File: config.mk
export PLATFORM = sky130hd
export DESIGN_NAME = temp_humidity_compensation_flat
export DESIGN_NICKNAME = d
export VERILOG_FILES = /design/src/hdl/thc_pkg.sv /design/src/hdl/thc_if.sv /design/src/hdl/temp_humidity_compensation.sv /design/src/hdl/thc_cfg_regs.sv /design/src/hdl/thc_seq.sv /design/src/hdl/thc_datapath.sv /design/src/flat_wrapper.sv
export SDC_FILE = /design/constraint.sdc
export NUM_CORES = 2
export LEC_CHECK = 0
export ABC_AREA = 1
export BUFFER_PORTS_ARGS = -buffer_cell sky130_fd_sc_hd__buf_2
export CORE_MARGIN = 3
export CORE_UTILIZATION = 60
export DETAILED_ROUTE_END_ITERATION = 16
export MAX_ROUTING_LAYER = met4
export PLACE_DENSITY = 0.81
export SYNTH_ARGS = -nofsm -noshare
export SYNTH_HDL_FRONTEND = slang
export SYNTH_HIERARCHICAL = 1
export SYNTH_SLANG_ARGS = --single-unit
File: constraint.sdc
create_clock -name clk -period 13.91 [get_ports clk]
set_input_delay 0.6955 -clock clk [delete_from_list [all_inputs] [get_ports clk]]
set_output_delay 0.6955 -clock clk [all_outputs]
set_load 0.1 [all_outputs]
File: src/hdl/thc_pkg.sv
// Shared types and constants for the temperature/humidity compensation block.
// Every other file in hdl/ depends on this package.
package thc_pkg;

    localparam int RAW_W      = 16;
    localparam int TDEG_W     = 8;
    localparam int HPCT_W     = 7;
    localparam int CFG_IDX_W  = 3;
    localparam int CFG_DATA_W = 16;
    localparam int FINE_W     = 24;
    localparam int WORD_W     = 32;
    localparam int MAG_W      = 14;

    typedef logic signed [WORD_W-1:0] word_t;

    typedef enum logic [CFG_IDX_W-1:0] {
        REG_TEMP_ONE   = 3'd0,
        REG_TEMP_TWO   = 3'd1,
        REG_TEMP_THREE = 3'd2,
        REG_HUM_ONE    = 3'd3,
        REG_HUM_TWO    = 3'd4,
        REG_HUM_FOUR   = 3'd5,
        REG_HUM_FIVE   = 3'd6,
        REG_HUM_SIX    = 3'd7
    } reg_idx_t;

    typedef struct packed {
        logic        [15:0] temp_one;
        logic signed [15:0] temp_two;
        logic signed [15:0] temp_three;
        logic        [7:0]  hum_one;
        logic signed [15:0] hum_two;
        logic signed [11:0] hum_four;
        logic signed [11:0] hum_five;
        logic signed [7:0]  hum_six;
    } coeff_t;

    typedef enum logic [4:0] {
        ST_IDLE,
        ST_T1, ST_T2, ST_T3, ST_T4, ST_T5, ST_T6, ST_T7, ST_T8,
        ST_H0, ST_H1, ST_H2, ST_H3, ST_H4, ST_H5, ST_H6, ST_H7, ST_H8,
        ST_H9, ST_H10, ST_H11, ST_H12,
        ST_DONE
    } state_t;

    typedef struct packed {
        state_t state;
        logic   in_ready;
        logic   out_load;
    } ctrl_t;

    localparam word_t TEMP_ROUND   = 32'sd128;
    localparam word_t DIV100_RECIP = 32'sd5243;
    localparam int    DIV100_SHIFT = 19;
    localparam word_t T_HI_LIM     = 32'sd8600;
    localparam word_t T_LO_LIM     = -32'sd4100;
    localparam logic signed [TDEG_W-1:0] DEG_MAX = 8'sd85;
    localparam logic signed [TDEG_W-1:0] DEG_MIN = -8'sd40;
    localparam word_t X_OFFSET     = 32'sd76800;
    localparam word_t A_ROUND      = 32'sd16384;
    localparam word_t C_BIAS       = 32'sd32768;
    localparam word_t E_BIAS       = 32'sd2097152;
    localparam word_t F_ROUND      = 32'sd8192;
    localparam word_t V_MAX        = 32'sd419430400;
    localparam logic [HPCT_W-1:0] PCT_MAX = 7'd100;

    localparam coeff_t COEFF_RESET = '{
        temp_one:   16'd28326,
        temp_two:   16'sd26604,
        temp_three: 16'sd12850,
        hum_one:    8'd75,
        hum_two:    16'sd383,
        hum_four:   12'sd271,
        hum_five:   12'sd50,
        hum_six:    8'sd30
    };

endpackage

File: src/hdl/thc_if.sv
// Channel interfaces: raw sample input, compensated result output, register writes.
// Depends on thc_pkg.
interface thc_sample_if;
    import thc_pkg::*;
    logic              valid;
    logic              ready;
    logic [RAW_W-1:0]  raw_temperature;
    logic [RAW_W-1:0]  raw_humidity;
    modport source (output valid, output raw_temperature, output raw_humidity, input ready);
    modport sink   (input valid, input raw_temperature, input raw_humidity, output ready);
endinterface

interface thc_result_if;
    import thc_pkg::*;
    logic                     valid;
    logic                     ready;
    logic signed [TDEG_W-1:0] temperature_deg;
    logic        [HPCT_W-1:0] humidity_percent;
    modport source (output valid, output temperature_deg, output humidity_percent, input ready);
    modport sink   (input valid, input temperature_deg, input humidity_percent, output ready);
endinterface

interface thc_cfg_if;
    import thc_pkg::*;
    logic                  valid;
    logic                  ready;
    logic [CFG_IDX_W-1:0]  index;
    logic [CFG_DATA_W-1:0] data;
    modport source (output valid, output index, output data, input ready);
    modport sink   (input valid, input index, input data, output ready);
endinterface

File: src/hdl/temp_humidity_compensation.sv
// Temperature/humidity compensation top level; uses thc_pkg, thc_if, thc_cfg_regs,
// thc_seq and thc_datapath.
// After accept, ST_T1..ST_T8 run if raw temperature is nonzero, then ST_H0..ST_H12
// if raw humidity is nonzero; ST_DONE loads the result once the output is free.
// New samples are taken only in ST_IDLE; all steps share one 32x32 multiplier.
// Reset: coefficients return to calibration defaults, fine temperature clears to 0.
module temp_humidity_compensation #(
    parameter int HUM_COEFF_THREE = 0
) (
    input  logic          clk,
    input  logic          rst_n,
    thc_cfg_if.sink       cfg,
    thc_sample_if.sink    sample,
    thc_result_if.source  result
);
    import thc_pkg::*;

    coeff_t coeff;
    ctrl_t  ctrl;
    logic   start;
    logic   out_free;
    logic   out_valid_reg, out_valid_next;
    logic signed [TDEG_W-1:0] deg, deg_out_reg;
    logic [HPCT_W-1:0]        pct, pct_out_reg;

    assign sample.ready = ctrl.in_ready;
    assign start        = sample.valid && ctrl.in_ready;
    assign out_free     = !out_valid_reg || result.ready;

    thc_cfg_regs u_regs (
        .clk   (clk),
        .rst_n (rst_n),
        .cfg   (cfg),
        .coeff (coeff)
    );

    thc_seq u_seq (
        .clk      (clk),
        .rst_n    (rst_n),
        .start    (start),
        .rt_nz    (sample.raw_temperature != '0),
        .rh_nz    (sample.raw_humidity != '0),
        .out_free (out_free),
        .ctrl     (ctrl)
    );

    thc_datapath #(
        .HUM_COEFF_THREE (HUM_COEFF_THREE)
    ) u_dp (
        .clk             (clk),
        .rst_n           (rst_n),
        .ctrl            (ctrl),
        .coeff           (coeff),
        .start           (start),
        .raw_temperature (sample.raw_temperature),
        .raw_humidity    (sample.raw_humidity),
        .deg             (deg),
        .pct             (pct)
    );

    always_comb
    begin
        out_valid_next = out_valid_reg;
        if (ctrl.out_load)
            out_valid_next = 1'b1;
        else if (result.ready)
            out_valid_next = 1'b0;
    end

    always_ff @(posedge clk or negedge rst_n)
    begin
        if (!rst_n)
            out_valid_reg <= 1'b0;
        else
            out_valid_reg <= out_valid_next;
    end

    always_ff @(posedge clk)
    begin
        if (ctrl.out_load)
        begin
            deg_out_reg <= deg;
            pct_out_reg <= pct;
        end
    end

    assign result.valid            = out_valid_reg;
    assign result.temperature_deg  = deg_out_reg;
    assign result.humidity_percent = pct_out_reg;

endmodule

File: src/hdl/thc_cfg_regs.sv
// Calibration coefficient registers, written through the configuration channel.
// Depends on thc_pkg and thc_cfg_if.
module thc_cfg_regs (
    input  logic            clk,
    input  logic            rst_n,
    thc_cfg_if.sink         cfg,
    output thc_pkg::coeff_t coeff
);
    import thc_pkg::*;

    coeff_t coeff_reg;
    coeff_t coeff_next;

    assign cfg.ready = 1'b1;
    assign coeff     = coeff_reg;

    always_comb
    begin
        coeff_next = coeff_reg;
        if (cfg.valid)
        begin
            unique case (reg_idx_t'(cfg.index))
                REG_TEMP_ONE:   coeff_next.temp_one   = cfg.data;
                REG_TEMP_TWO:   coeff_next.temp_two   = cfg.data;
                REG_TEMP_THREE: coeff_next.temp_three = cfg.data;
                REG_HUM_ONE:    coeff_next.hum_one    = cfg.data[7:0];
                REG_HUM_TWO:    coeff_next.hum_two    = cfg.data;
                REG_HUM_FOUR:   coeff_next.hum_four   = cfg.data[11:0];
                REG_HUM_FIVE:   coeff_next.hum_five   = cfg.data[11:0];
                REG_HUM_SIX:    coeff_next.hum_six    = cfg.data[7:0];
                default:        coeff_next = coeff_reg;
            endcase
        end
    end

    always_ff @(posedge clk or negedge rst_n)
    begin
        if (!rst_n)
            coeff_reg <= COEFF_RESET;
        else
            coeff_reg <= coeff_next;
    end

endmodule

File: src/hdl/thc_seq.sv
// Step sequencer: walks the temperature and humidity steps of one item.
// Depends on thc_pkg.
module thc_seq (
    input  logic           clk,
    input  logic           rst_n,
    input  logic           start,
    input  logic           rt_nz,
    input  logic           rh_nz,
    input  logic           out_free,
    output thc_pkg::ctrl_t ctrl
);
    import thc_pkg::*;

    state_t state_reg;
    state_t state_next;
    logic   rh_nz_reg;
    logic   rh_nz_next;

    always_comb
    begin
        state_next = state_reg;
        rh_nz_next = rh_nz_reg;
        unique case (state_reg)
            ST_IDLE:
            begin
                if (start)
                begin
                    rh_nz_next = rh_nz;
                    if (rt_nz)
                        state_next = ST_T1;
                    else if (rh_nz)
                        state_next = ST_H0;
                    else
                        state_next = ST_DONE;
                end
            end
            ST_T8:   state_next = rh_nz_reg ? ST_H0 : ST_DONE;
            ST_H12:  state_next = ST_DONE;
            ST_DONE: state_next = out_free ? ST_IDLE : ST_DONE;
            default: state_next = state_t'(state_reg + 5'd1);
        endcase
    end

    always_comb
    begin
        ctrl.state    = state_reg;
        ctrl.in_ready = (state_reg == ST_IDLE);
        ctrl.out_load = (state_reg == ST_DONE) && out_free;
    end

    always_ff @(posedge clk or negedge rst_n)
    begin
        if (!rst_n)
        begin
            state_reg <= ST_IDLE;
            rh_nz_reg <= 1'b0;
        end
        else
        begin
            state_reg <= state_next;
            rh_nz_reg <= rh_nz_next;
        end
    end

endmodule

File: src/hdl/thc_datapath.sv
// Shared 32x32 wrapping multiplier, working registers and fine temperature state.
// Depends on thc_pkg; steps are chosen by thc_seq.
module thc_datapath #(
    parameter int HUM_COEFF_THREE = 0
) (
    input  logic                                clk,
    input  logic                                rst_n,
    input  thc_pkg::ctrl_t                      ctrl,
    input  thc_pkg::coeff_t                     coeff,
    input  logic                                start,
    input  logic [thc_pkg::RAW_W-1:0]           raw_temperature,
    input  logic [thc_pkg::RAW_W-1:0]           raw_humidity,
    output logic signed [thc_pkg::TDEG_W-1:0]   deg,
    output logic [thc_pkg::HPCT_W-1:0]          pct
);
    import thc_pkg::*;

    localparam word_t HC3 = word_t'(HUM_COEFF_THREE);

    logic signed [RAW_W:0]  d_reg, d_next;
    logic [RAW_W-1:0]       rh_reg, rh_next;
    logic signed [FINE_W-1:0] fine_reg, fine_next;
    word_t                  p_reg, p_next;
    word_t                  x_reg, x_next;
    word_t                  w0_reg, w0_next;
    word_t                  w1_reg, w1_next;
    word_t                  w2_reg, w2_next;
    word_t                  w3_reg, w3_next;
    logic [MAG_W-1:0]       mag_reg, mag_next;
    logic                   neg_reg, neg_next;
    logic                   hi_reg, hi_next;
    logic                   lo_reg, lo_next;
    logic signed [TDEG_W-1:0] deg_reg, deg_next;
    logic [HPCT_W-1:0]      pct_reg, pct_next;

    word_t mul_a, mul_b;
    word_t fine32, dw, tsum, vdiff, negw1;
    logic [HPCT_W-1:0] quot;

    assign fine32 = word_t'(fine_reg);
    assign dw     = word_t'(d_reg);
    assign tsum   = (fine32 <<< 2) + fine32 + TEMP_ROUND;
    assign negw1  = -w1_reg;
    assign vdiff  = w0_reg - (p_reg >>> 4);
    assign quot   = p_reg[DIV100_SHIFT+HPCT_W-1:DIV100_SHIFT];
    assign p_next = mul_a * mul_b;

    always_comb
    begin
        mul_a     = '0;
        mul_b     = '0;
        d_next    = d_reg;
        rh_next   = rh_reg;
        fine_next = fine_reg;
        x_next    = x_reg;
        w0_next   = w0_reg;
        w1_next   = w1_reg;
        w2_next   = w2_reg;
        w3_next   = w3_reg;
        mag_next  = mag_reg;
        neg_next  = neg_reg;
        hi_next   = hi_reg;
        lo_next   = lo_reg;
        deg_next  = deg_reg;
        pct_next  = pct_reg;
        unique case (ctrl.state)
            ST_IDLE:
            begin
                if (start)
                begin
                    d_next   = $signed({1'b0, raw_temperature}) - $signed({1'b0, coeff.temp_one});
                    rh_next  = raw_humidity;
                    deg_next = '0;
                    pct_next = '0;
                end
            end
            ST_T1:
            begin
                mul_a = dw <<< 1;
                mul_b = word_t'(coeff.temp_two);
            end
            ST_T2:
            begin
                w0_next = p_reg >>> 11;
                mul_a   = dw;
                mul_b   = dw;
            end
            ST_T3:
            begin
                mul_a = p_reg >>> 12;
                mul_b = word_t'(coeff.temp_three);
            end
            ST_T4:   fine_next = FINE_W'(w0_reg + (p_reg >>> 14));
            ST_T5:   w1_next = tsum >>> 8;
            ST_T6:
            begin
                hi_next  = (w1_reg >= T_HI_LIM);
                lo_next  = (w1_reg <= T_LO_LIM);
                neg_next = w1_reg[WORD_W-1];
                mag_next = w1_reg[WORD_W-1] ? negw1[MAG_W-1:0] : w1_reg[MAG_W-1:0];
            end
            ST_T7:
            begin
                mul_a = word_t'(mag_reg);
                mul_b = DIV100_RECIP;
            end
            ST_T8:
            begin
                priority if (hi_reg)
                    deg_next = DEG_MAX;
                else if (lo_reg)
                    deg_next = DEG_MIN;
                else if (neg_reg)
                    deg_next = -$signed(TDEG_W'(quot));
                else
                    deg_next = $signed(TDEG_W'(quot));
            end
            ST_H0:
            begin
                x_next  = fine32 - X_OFFSET;
                w3_next = (word_t'(rh_reg) <<< 14) - (word_t'(coeff.hum_four) <<< 20);
            end
            ST_H1:
            begin
                mul_a = word_t'(coeff.hum_five);
                mul_b = x_reg;
            end
            ST_H2:
            begin
                w0_next = w3_reg - p_reg;
                mul_a   = x_reg;
                mul_b   = word_t'(coeff.hum_six);
            end
            ST_H3:
            begin
                w0_next = (w0_reg + A_ROUND) >>> 15;
                w1_next = p_reg >>> 10;
                mul_a   = x_reg;
                mul_b   = HC3;
            end
            ST_H4:   w2_next = (p_reg >>> 11) + C_BIAS;
            ST_H5:
            begin
                mul_a = w1_reg;
                mul_b = w2_reg;
            end
            ST_H6:   w1_next = (p_reg >>> 10) + E_BIAS;
            ST_H7:
            begin
                mul_a = w1_reg;
                mul_b = word_t'(coeff.hum_two);
            end
            ST_H8:   w1_next = (p_reg + F_ROUND) >>> 14;
            ST_H9:
            begin
                mul_a = w0_reg;
                mul_b = w1_reg;
            end
            ST_H10:
            begin
                w0_next = p_reg;
                mul_a   = p_reg >>> 15;
                mul_b   = p_reg >>> 15;
            end
            ST_H11:
            begin
                mul_a = p_reg >>> 7;
                mul_b = word_t'(coeff.hum_one);
            end
            ST_H12:
            begin
                priority if (vdiff[WORD_W-1])
                    pct_next = '0;
                else if (vdiff > V_MAX)
                    pct_next = PCT_MAX;
                else
                    pct_next = vdiff[22+HPCT_W-1:22];
            end
            ST_DONE: ;
            default: ;
        endcase
    end

    always_ff @(posedge clk or negedge rst_n)
    begin
        if (!rst_n)
            fine_reg <= '0;
        else
            fine_reg <= fine_next;
    end

    always_ff @(posedge clk)
    begin
        d_reg   <= d_next;
        rh_reg  <= rh_next;
        p_reg   <= p_next;
        x_reg   <= x_next;
        w0_reg  <= w0_next;
        w1_reg  <= w1_next;
        w2_reg  <= w2_next;
        w3_reg  <= w3_next;
        mag_reg <= mag_next;
        neg_reg <= neg_next;
        hi_reg  <= hi_next;
        lo_reg  <= lo_next;
        deg_reg <= deg_next;
        pct_reg <= pct_next;
    end

    assign deg = deg_reg;
    assign pct = pct_reg;

endmodule
File: src/flat_wrapper.sv
// flat-port wrapper written by rule: the top's interface ports become plain ports
module temp_humidity_compensation_flat import thc_pkg::*;
#(
    parameter int HUM_COEFF_THREE = 0
)
  (clk, rst_n, cfg_valid, cfg_index, cfg_data, cfg_ready, sample_valid, sample_raw_temperature, sample_raw_humidity, sample_ready, result_valid, result_temperature_deg, result_humidity_percent, result_ready);
  thc_cfg_if cfg_i ();
  thc_sample_if sample_i ();
  thc_result_if result_i ();
  input  logic clk;
  input  logic rst_n;
  input wire logic [$bits(cfg_i.valid)-1:0] cfg_valid;
  input wire logic [$bits(cfg_i.index)-1:0] cfg_index;
  input wire logic [$bits(cfg_i.data)-1:0] cfg_data;
  output wire logic [$bits(cfg_i.ready)-1:0] cfg_ready;
  input wire logic [$bits(sample_i.valid)-1:0] sample_valid;
  input wire logic [$bits(sample_i.raw_temperature)-1:0] sample_raw_temperature;
  input wire logic [$bits(sample_i.raw_humidity)-1:0] sample_raw_humidity;
  output wire logic [$bits(sample_i.ready)-1:0] sample_ready;
  output wire logic [$bits(result_i.valid)-1:0] result_valid;
  output wire logic [$bits(result_i.temperature_deg)-1:0] result_temperature_deg;
  output wire logic [$bits(result_i.humidity_percent)-1:0] result_humidity_percent;
  input wire logic [$bits(result_i.ready)-1:0] result_ready;
  assign cfg_i.valid = cfg_valid;
  assign cfg_i.index = cfg_index;
  assign cfg_i.data = cfg_data;
  assign cfg_ready = cfg_i.ready;
  assign sample_i.valid = sample_valid;
  assign sample_i.raw_temperature = sample_raw_temperature;
  assign sample_i.raw_humidity = sample_raw_humidity;
  assign sample_ready = sample_i.ready;
  assign result_valid = result_i.valid;
  assign result_temperature_deg = result_i.temperature_deg;
  assign result_humidity_percent = result_i.humidity_percent;
  assign result_i.ready = result_ready;
  temp_humidity_compensation #(.HUM_COEFF_THREE(HUM_COEFF_THREE)) u_core (.clk(clk), .rst_n(rst_n), .cfg(cfg_i), .sample(sample_i), .result(result_i));
endmodule
## Yosys cells after proc, flatten, opt, wreduce, memory -nomap -nowiden

Index checks and enable logic that the tools add are counted.

- Bits in registers: 407
- Bits in latches: 0
- Bits in writable memories: 0
- Memory bits (read-only): 0
- Input bits: 56
- Output and inout port bits: 18
- Memories: 0

- $add $sub $neg: 15
- $mul: 1
- Div/mod/pow operators: 0
- Magnitude comparators: 3
- Equality and inequality tests: 30
- Shifts and indexed selects: 0
- Multiplexer cells: 22
- Bitwise operators: 0
- Reductions and logical operators: 26

Operators by type and width:

| kind | number |
|---|---|
| 32-bit case mux with 11 select lines | 1 |
| 32-bit case mux with 10 select lines | 1 |
| 32-bit case mux with 4 select lines | 2 |
| 5-bit by 4-bit equality test with 1-bit output, second input constant | 8 |
| 5-bit equality test, second input constant | 7 |
| 32-bit by 15-bit adder with 32-bit output, second input constant | 1 |
| 32-bit by 16-bit adder with 32-bit output, second input constant | 1 |
| 32-bit by 15-bit greater-or-equal comparator with 1-bit output, second input constant | 1 |
| 32-bit by 30-bit greater-than comparator with 1-bit output, second input constant | 1 |
| 32-bit by 14-bit less-or-equal comparator with 1-bit output, second input constant | 1 |
| 32-bit by 32-bit multiplier with 32-bit output | 1 |
| 8-bit 2-to-1 mux | 4 |
| 16-bit nonzero test | 2 |
| 31-bit by 32-bit subtractor with 32-bit output | 1 |
| 32-bit by 28-bit subtractor with 32-bit output | 1 |
| 32-bit subtractor | 1 |
| 27-bit by 9-bit adder with 28-bit output, second input constant | 1 |
| 26-bit by 24-bit adder with 27-bit output | 1 |
| 5-bit 2-to-1 mux | 5 |
| 24-bit by 18-bit subtractor with 25-bit output, second input constant | 1 |
| 22-bit by 23-bit adder with 24-bit output, second input constant | 1 |
| 24-bit by 18-bit adder with 24-bit output | 1 |
| 21-bit by 17-bit adder with 22-bit output, second input constant | 1 |
| 2-bit AND reduction | 11 |
| 25 further kinds | 41 |

## Logic depth before layout (Yosys ltp)

- Word-level depth: 5
- Mapped depth: 43
- Gate-level depth less buffers: 41

## By module

Netlist, hierarchy kept.

Modules (own cells, without submodules):

| module | instances | cells an instance | area each (um2) | sequential area each (um2) |
|---|---|---|---|---|
| thc_datapath | 1 | 4,781 | 35,873.2 | 6,796.5 |
| thc_cfg_regs | 1 | 473 | 4,237.8 | 2,663.8 |
| temp_humidity_compensation | 1 | 52 | 610.6 | 475.5 |
| thc_seq | 1 | 80 | 553.0 | 150.1 |

## Least setup slack after synthesis

OpenSTA, ideal clock, no wires.

- Path type: register to register
- Start point: register u_core.u_seq.state_reg[4]
- End point: register u_core.u_dp.p_reg[27]
- Setup time: 0.072 ns
- Arrival time: 8.005 ns
- Data required time: 13.838 ns
- Setup slack: 5.833 ns
- Cell stages (with the launch flop): 39
- Path buffers: 5
- Clock period less this slack: 8.077 ns
- Cells stage by stage: dfrtp_1 buf_4 inv_2 nand2_2 nor2_2 buf_4 buf_4 nand2_1 nand2_1 a221oi_1 nand3_1 clkbuf_1 buf_1 nand2_1 inv_1 fa_1 inv_1 fa_1 [3 not listed] fa_1 inv_1 ha_1 ha_1 fa_1 inv_1 fa_1 inv_1 ha_1 a21oi_1 a21boi_0 o21ai_1 a21boi_0 o21ai_0 a21boi_1 o21ai_0 a21oi_1 xnor2_1

- Longest elaborated chain between the ends: 4
- Elaborated cells between the ends (all ways): 17

RTL lines:

| what | RTL line | source |
|---|---|---|
| from (decl) | thc_seq.sv:14 | `state_t state_reg;` |
| from (signal assigned) | thc_seq.sv:60 | `state_reg <= state_next;` |
| 5-bit equality test or 5-bit by 4-bit equality test with 1-bit output (tied branches) | thc_datapath.sv:66 | `unique case (ctrl.state)` |
| 2-bit OR reduction (no line) | -- |  |
| 32-bit case mux with 10 select lines | thc_datapath.sv:66 |  |
| 32-bit by 32-bit multiplier with 32-bit output (*) | thc_datapath.sv:46 | `assign p_next = mul_a * mul_b;` |
| net u_core.u_dp.p_next[27] | thc_datapath.sv:23 | `word_t p_reg, p_next;` |
| to (signal assigned) | thc_datapath.sv:196 | `p_reg <= p_next;` |
| to (decl) | thc_datapath.sv:23 |  |

Mark *: on every way through the listed nets, which the timed path passes. The rest lies on a longest branch.
A chain may end at the register's enable or synchronous reset.

## Worst setup path in the final report

- Start point: register u_core.u_seq.state_reg[2]
- End point: register u_core.u_dp.p_reg[27]

The elaborated chain is that of the path after synthesis.

==> run metrics <==
Worst-Margin Slew 1340 ps; I/O pin cnt 74; Final Wtd Congestion 1.13; fin area 0.0439 sq mm; startpoint types flip-flop; largest net degree at the start of global routing 87; fmax 98.9 MHz; type of the worst setup path reg -> reg; Nets 6172; crit path capture u_core/u_dp/p_reg[27]$_DFF_P_; setup bufs post-CTS 0; Synth Area in Compound Gates 0.0833; Area contributors post-synth fa_1 (20%), edfxtp_1 (15%), nand2_1 (13%); worst r2r src u_core/u_seq/state_reg[2]$_DFFE_PN0P_; core box area 0.0676 sq mm; vias per inst 5.88; Mapped Area 0.0413 sq mm; vias 37130; post-synthesis mux area share 0; RR Endpoint u_core/u_dp/p_reg[27]$_DFF_P_; Crit Path Max Fanout 28; R2R depth 30; Rows 95; DR WL/cell 23.1 um; Chip Height 268 um; xor and xnor fraction of the mapped netlist area 0.0296; CP Capture Type flip-flop; multi-input logic area 0.0261 sq mm; initial antenna violation count 5; clock sink total 367; setup TNS 0 ps; DRC 0; syn avg cell area 7.66 sq um; Slew Viols, Final 0; slowest CP cell clkinv_1; outcome finished clean; max reg flops 104; Area Overhead vs Synth 6.37%; Cell variety after synth 65; post-route ant nets 0; ys flop type edfxtp_1; unrepaired setup endpoints after global routing no; Syn Inst Count 5386; Initial Util 0.610; number of I/O port buffers 72; number of global-route vias before repair 36803; most used cell, CP fa_1; clk buf depth 3; Worst-path clk slew 60 ps; Synth Area in Adders 0.292; area leader, netlist fa_1; EDFF count, synth 200; largest family of logic cells by synthesized area adder cells; Die ar. 0.0720 sq mm; critical path required time 14400 ps; Worst Hold Class in -> async; Slew headroom 0.104; GRT Total Usage 0.423; H-tree Lvls 2; first drt pass iteration count 9; clk root buf clkbuf_16; Reg2Reg Setup Slack 3800 ps; worst-skew pair later-pin latency 590 ps; Yosys top cell area share 0.200; Post-CTS Resized 0; drt initial violations 4221; Routed WL 146000 um; CTS Hold Bufs 0; worst path arrival time 10600 ps; crit path from u_core/u_seq/state_reg[2]$_DFFE_PN0P_; Fill cells 5876; grt ovf 0; Synth Area in Simple Gates 0.226; CP peak stage delay 830 ps; Post-synth ARST share 0.368; number of buffers created by CTS 41; share of cells above drive strength 1 0.0670; CTS tree built; Placed Area 0.0425 sq mm; die width 268 um; Final Critical Period 10110 ps; sequential cell area 0.0101 sq mm; max-cap violations 0; first-pass GRT wire length 219000 um; register bit count reported by yosys 367; DP Wirelength 113000 um; Ys Warns 6; Final setup viols 0; crit share post-route 0.727; Final Hold Viols 0; Final Skew 24.3 ps; Seq/Total Area, Yosys 0.244; syn nets 6157
cell type report:
type                       instances  area share
multi-input combinational       3680       0.594
sequential                       367       0.230
inverter                        1181       0.101
clock buffer                      57      0.0271
tap                              873      0.0249
timing repair buffer             130      0.0183
clock inverter                    18     0.00476
antenna                            4    0.000228
logic make-up (layout without fill, tap and decap cells):
family,count (synthesis),after routing
AOI/OAI and AO/OA,598,598
DFF,367,367
other,1,5
buffers and inverters,1339,1386
xor gates and xnor gates,138,138
and+or+nand+nor,2228,2228
adders and majority gates,715,715
worst min path at each step:
stage	startpoint	endpoint	slack (ps)	depth (start not counted)
floorplan	rst_n	u_core/result.valid$_DFFE_PN0P_	400	0
global placement	u_core/u_dp/pct[0]$_SDFFCE_PP0P_	u_core/result.humidity_percent[0]$_DFFE_PP_	400	0
detailed placement	u_core/u_dp/rh_reg[5]$_DFFE_PP_	u_core/u_dp/w3_reg[19]$_DFFE_PN_	400	0
CTS	rst_n	u_core/u_regs/coeff[94]$_DFFE_PN0P_	70	1
global route	rst_n	u_core/u_regs/coeff[94]$_DFFE_PN0P_	90	1
finish	rst_n	u_core/u_regs/coeff[94]$_DFFE_PN0P_	60	1
cells in the mapped netlist (14+ instances only):
cell,n
nand3b_1,14
a31oi_1,15
o21ai_0,183
nor4_1,15
clkbuf_1,96
xor2_1,86
o21ai_1,21
or2_2,17
edfxtp_1,200
nand3_1,254
nand2_2,24
a221oi_1,16
inv_2,27
buf_4,14
ha_1,303
nand2_1,1469
nand4_1,44
xnor2_1,51
nor2_1,299
dfstp_2,49
fa_1,412
nor3_1,44
o2111ai_1,18
a21oi_1,238
buf_2,31
inv_1,1143
dfrtp_1,86
dfxtp_1,32
cell usage in the layout, fill, tap and decap left out, types with 44 or more instances in the layout:
master	netlist	final
buf_4	14	58
xor2_1	86	86
o21ai_0	183	182
dfrtp_1	86	86
nand3_1	254	254
dfstp_2	49	49
buf_2	31	71
xnor2_1	51	51
inv_1	1143	1143
nor2_1	299	297
nand2_1	1469	1469
nand4_1	44	44
clkbuf_16	0	44
a21oi_1	238	238
edfxtp_1	200	200
ha_1	303	303
fa_1	412	412
critical path, delay by kind of cell (launching register included):
family | cells | cell delay, ps
AOI/OAI and AO/OA | 9 | 2310
adders and majority gates | 9 | 4040
buffers and inverters | 7 | 1430
DFF | 1 | 780
and+or+nand+nor | 4 | 1210
xor gates and xnor gates | 1 | 150
metrics by stage:
step                      hold slack [ps]  utilization  cells  worst slack, ps
after global routing                 88.7        0.649   6309             3300
after CTS                            71.4        0.649   6306             4000
after detailed placement              405        0.628   6231             4010
after global placement                401        0.628   6231             4200
final                                63.1        0.649   6310             3800
after floorplan                       400            -   5386             5830
layer usage:
metal / share of wire / global-route usage / up-vias / wire [um]
met5: 0 / - / - / 0
met4: 0.070 / 0.237 / 0 / 10300
met3: 0.11 / 0.0892 / 550 / 15700
met2: 0.45 / 0.660 / 2103 / 66300
met1: 0.37 / 0.513 / 17750 / 53700
li1: - / - / 16727 / -
Power is not shown: default switching activity piles up to over one toggle a cycle in this logic, so the estimate is an artifact.
